--- src/dtp_divider.sv ---
// dtp_divider: pipelined restoring divider, one quotient bit per stage.
// Standalone; parameters set dividend, divisor and quotient widths.
module dtp_divider
#(
    parameter int unsigned NW = 46,
    parameter int unsigned DW = 17,
    parameter int unsigned QW = 32
)
(
    input  logic          clk,
    input  logic          en,
    input  logic [NW-1:0] num,
    input  logic [DW-1:0] den,
    output logic [QW-1:0] quo,
    output logic          ovf
);

    localparam int unsigned HW = NW - QW;
    localparam int unsigned CW = (HW > DW) ? HW : DW;

    logic [DW-1:0] rem_reg [QW+1];
    logic [QW-1:0] low_reg [QW+1];
    logic [QW-1:0] quo_reg [QW+1];
    logic [DW-1:0] den_reg [QW+1];
    logic          ovf_reg [QW+1];
    logic          ovf_now;

    // Entry stage: quotient overflow check and first partial remainder
    assign ovf_now = CW'(num[NW-1:QW]) >= CW'(den);

    always_ff @(posedge clk)
    begin
        if (en)
        begin
            ovf_reg[0] <= ovf_now;
            rem_reg[0] <= ovf_now ? '0 : DW'(num[NW-1:QW]);
            low_reg[0] <= num[QW-1:0];
            quo_reg[0] <= '0;
            den_reg[0] <= den;
        end
    end

    // One compare and subtract per stage
    for (genvar k = 0; k < QW; k++)
    begin : g_step
        logic [DW:0] trial;
        logic [DW:0] diff;
        logic        ge;

        assign trial = {rem_reg[k], low_reg[k][QW-1]};
        assign diff  = trial - {1'b0, den_reg[k]};
        assign ge    = trial >= {1'b0, den_reg[k]};

        always_ff @(posedge clk)
        begin
            if (en)
            begin
                rem_reg[k+1] <= ge ? diff[DW-1:0] : trial[DW-1:0];
                low_reg[k+1] <= {low_reg[k][QW-2:0], 1'b0};
                quo_reg[k+1] <= {quo_reg[k][QW-2:0], ge};
                den_reg[k+1] <= den_reg[k];
                ovf_reg[k+1] <= ovf_reg[k];
            end
        end
    end

    assign quo = quo_reg[QW];
    assign ovf = ovf_reg[QW];

endmodule

--- config.mk ---
export PLATFORM = sky130hd
export DESIGN_NAME = dtp_divider
export DESIGN_NICKNAME = d
export VERILOG_FILES = /design/src/dtp_divider.sv
export SDC_FILE = /design/constraint.sdc
export NUM_CORES = 2
export LEC_CHECK = 0
export ABC_AREA = 0
export BUFFER_PORTS_ARGS = -buffer_cell sky130_fd_sc_hd__buf_2
export CORE_ASPECT_RATIO = 0.6
export CORE_UTILIZATION = 45
export CTS_BUF_LIST = sky130_fd_sc_hd__clkbuf_4 sky130_fd_sc_hd__clkbuf_8
export DETAILED_ROUTE_END_ITERATION = 10
export GPL_TIMING_DRIVEN = 0
export PLACE_DENSITY = 0.66
export RECOVER_POWER = 100
export SYNTH_ARGS = -nofsm -noshare
export SYNTH_HDL_FRONTEND = slang
export SYNTH_SLANG_ARGS = --single-unit
--- constraint.sdc ---
create_clock -name clk -period 7.09 [get_ports clk]
set_clock_uncertainty 0.2 [all_clocks]
set_input_delay 0 -clock clk [delete_from_list [all_inputs] [get_ports clk]]
set_output_delay 0 -clock clk [all_outputs]
set_load 0.01 [all_outputs]
==> reports/results.ini <==
[outcome]
outcome=finished, violations left
violations=capacitance limit, slew limit

[setup_path]
r2r-end=rem_reg[0][46]
end_kind=flip-flop
rr_startpoint=low_reg[0][63]
r2r_slack_ns=1.46
arrival_ns=6.08
critPathMaxFanout=10
path_cells=inv_1 -> ha_1 -> inv_1 -> fa_1 -> a211oi_1 -> o21bai_1 -> a221o_1 -> a21oi_1 -> a21oi_1 -> nor4b_1 -> clkbuf_1 -> mux2_1
worstSetupPathType=reg2reg
r2r_cells=12
startpoint=low_reg[0][63]
critPathRequiredTime_ns=7.54
critical_path.max_stage_delay_ns=1.67
worstSetupStartpointType=flip-flop
slowest_stage=nor4b_1

[global_route]
first_global_vias=56200
grt_usage_pct=17.4
grt_pass1_wl_um=308000
grt_max_degree=177
gr-total-overflow=0
antenna_found_initial=1

[synth]
yosys-top-cells-count=edfxtp_1 (2174), inv_1 (690), ha_1 (556)
ys_seq_area_share_pct=66.4
synth_edf_count=2174
synth_area_um2=98300
ys_seq_elements=2174
synth_nets=7707
yosysWarningCount=0
yosys-top-cells-area=edfxtp_1 (66%), ha_1 (7.1%), mux2_2 (2.7%), inv_1 (2.6%), o21ai_0 (2.3%)
dominantRegCellSynth=edfxtp_1
ys_async_sr_fraction_pct=0
synth_most_common_cell=edfxtp_1
synth_cell_types=85
synth_top_cell_area_share_pct=66.4
yosys.area.top_type=edfxtp_1
netlist_instances=7055
syn_area_per_cell_um2=13.9

[final_layout]
nNetsFinal=8292
final_area_um2=110000
final_layout_size_suffix_gt1_share_pct=10.5
largest_reg_flops=544
area_growth_pct=12.2
stdcell_count=10800
fillers=18300

[floorplan]
die-area_um2=220000
rows=132
die_x_um=605
die_h_um=364
ios=98
fp.coreArea_um2=216000
start_util_pct=45.4

[clock_tree]
h-tree-depth=5
cts_buffer_depth=4
cts_tree=done
cts_resized=0
cts-root-buf=clkbuf_8
cts_buffers=334
worstSkewPairLatency_ns=0.95
clock-sinks=2174
clkSlewWorstSetupHoldPaths_ns=0.06

[routing]
drtIter0Drc=5222
wirelength_um=195000
vias_per_cell=5.41
drtAntennaViolNets=0
drc=0
wire_per_inst_um=18.1
wl_met2_um=75600
drtPass1Iterations=6
highest_layer=met4
vias=58200
wl_met3_um=14600
met1_length_um=100000

[place]
postPlaceCellArea_um2=103000
hpwl_um=133000
port_buffers=97
gp_congestion=0.905
dp_cells=10000

[min_path]
min_from=num[27]
hp-class=in2reg
holdPathEnd=low_reg[0][27]
hold-path-cell-count=3

[power]
p_leak_uw=0.0419
clockPowerShare_pct=22.7
total_power_uw=45600
p_seq_share_pct=41.1
power_density_nw_per_um2=413
power.internal_uw=29900
ir_worst_vdd_v=0.000158
switchingPower_uw=15700
swShare_pct=34.4
combPwrFrac_pct=36.2

[timing]
post-route-min-period_ns=5.63
hold_ws_ns=0.121
setup_viol=0
grt_setup_unrepaired=no
finalMaxSlewViolations=959
worstMarginPinSlew_ns=5.17
hold_viol_final=0
fmax_mhz=178
timing.final.crit_share_pct=79.4
relSlewSlack_pct=-245
finalSetupTns_ns=0

[job]
cap_viol_max_count=15

-- logic make-up after synthesis --
family / after synthesis / synth area share [%]
AND/OR/NAND/NOR: 1198 / 5.74
adder cells (fa/ha/maj): 587 / 7.71
AO/OA/AOI/OAI: 1658 / 10.7
buffers and inverters: 794 / 3.07
multiplexers: 263 / 2.99
XOR/XNOR: 381 / 3.39
flip-flops: 2174 / 66.4
-- layout make-up --
cell class	count	area, µm²	area share [%]
clock buffer	432	5360	4.86
antenna	1	2.50	0.00227
multi-input combinational	4087	29900	27.1
tap	2881	3600	3.27
timing repair buffer	249	2080	1.88
inverter	690	2590	2.35
sequential	2174	65300	59.2
buffer	104	395	0.359
clock inverter	146	1070	0.974
-- worst max-delay path by stage --
stage                                  to  slack [ns]
after CTS                 rem_reg[0][369]        2.23
final                      rem_reg[0][46]        1.46
after floorplan           rem_reg[0][399]        3.63
after global routing      rem_reg[0][406]        1.22
after global placement     quo_reg[1][14]      -28.55
after detailed placement  rem_reg[0][413]        2.27
-- metal layers --
metal  vias up  GRT usage, %
met3       332          3.60
met2      1841          23.1
met4         0          4.47
li1      27600             -
met1     28400          28.3
met5         -             0
-- cell usage in the layout, fill, tap and decap left out, types with 58 or more instances in the layout --
master and count:
edfxtp_1 2174, inv_1 690, ha_1 556, o21ai_0 458
a21oi_1 453, nor2_1 373, nand2_1 357, clkbuf_8 338
xnor2_1 225, mux2_2 205, a21o_1 159, xor2_1 156
clkbuf_1 147, dlygate4sd3_1 137, o21a_1 106, clkbuf_4 94
nand4_1 84, a211oi_1 74, clkinv_1 71, nor3_1 62
o21bai_1 62, nand2b_1 60, nand3_1 58
-- timing repair --
item | CTS | global route
buffers inserted | 0 | 0
hold buffers | 138 | 0
setup endpoints to repair | 0 | 0
endpoints found under the hold margin | 560 | 0
-- power by group through the flow --
stage	Sequential (µW)	Clock [µW]	Combinational (µW)
finish	18800	10300	16500
global route	19000	11300	18200
CTS	18700	10700	16300
detailed placement	19000	0	16100
global placement	19800	0	15700
floorplan	18400	0	12200
-- metrics by stage --
stage               setup slack (ns)  utilization (%)
global route                    1.22             51.0
global placement              -28.55             47.3
finish                          1.46             51.0
CTS                             2.23             51.1
detailed placement              2.27             47.5
floorplan                       3.63                -
-- worst max-delay path, delay by kind of cell (launching register included) --
kind	cells	cell delay (ns)
muxes	1	0.39
and+or+nand+nor	1	1.67
AOI/OAI and AO/OA	5	1.29
DFF	1	0.37
adders and majority gates	2	0.63
buffers and inverters	3	0.80
No activity file was read; power rests on OpenSTA's default activity.
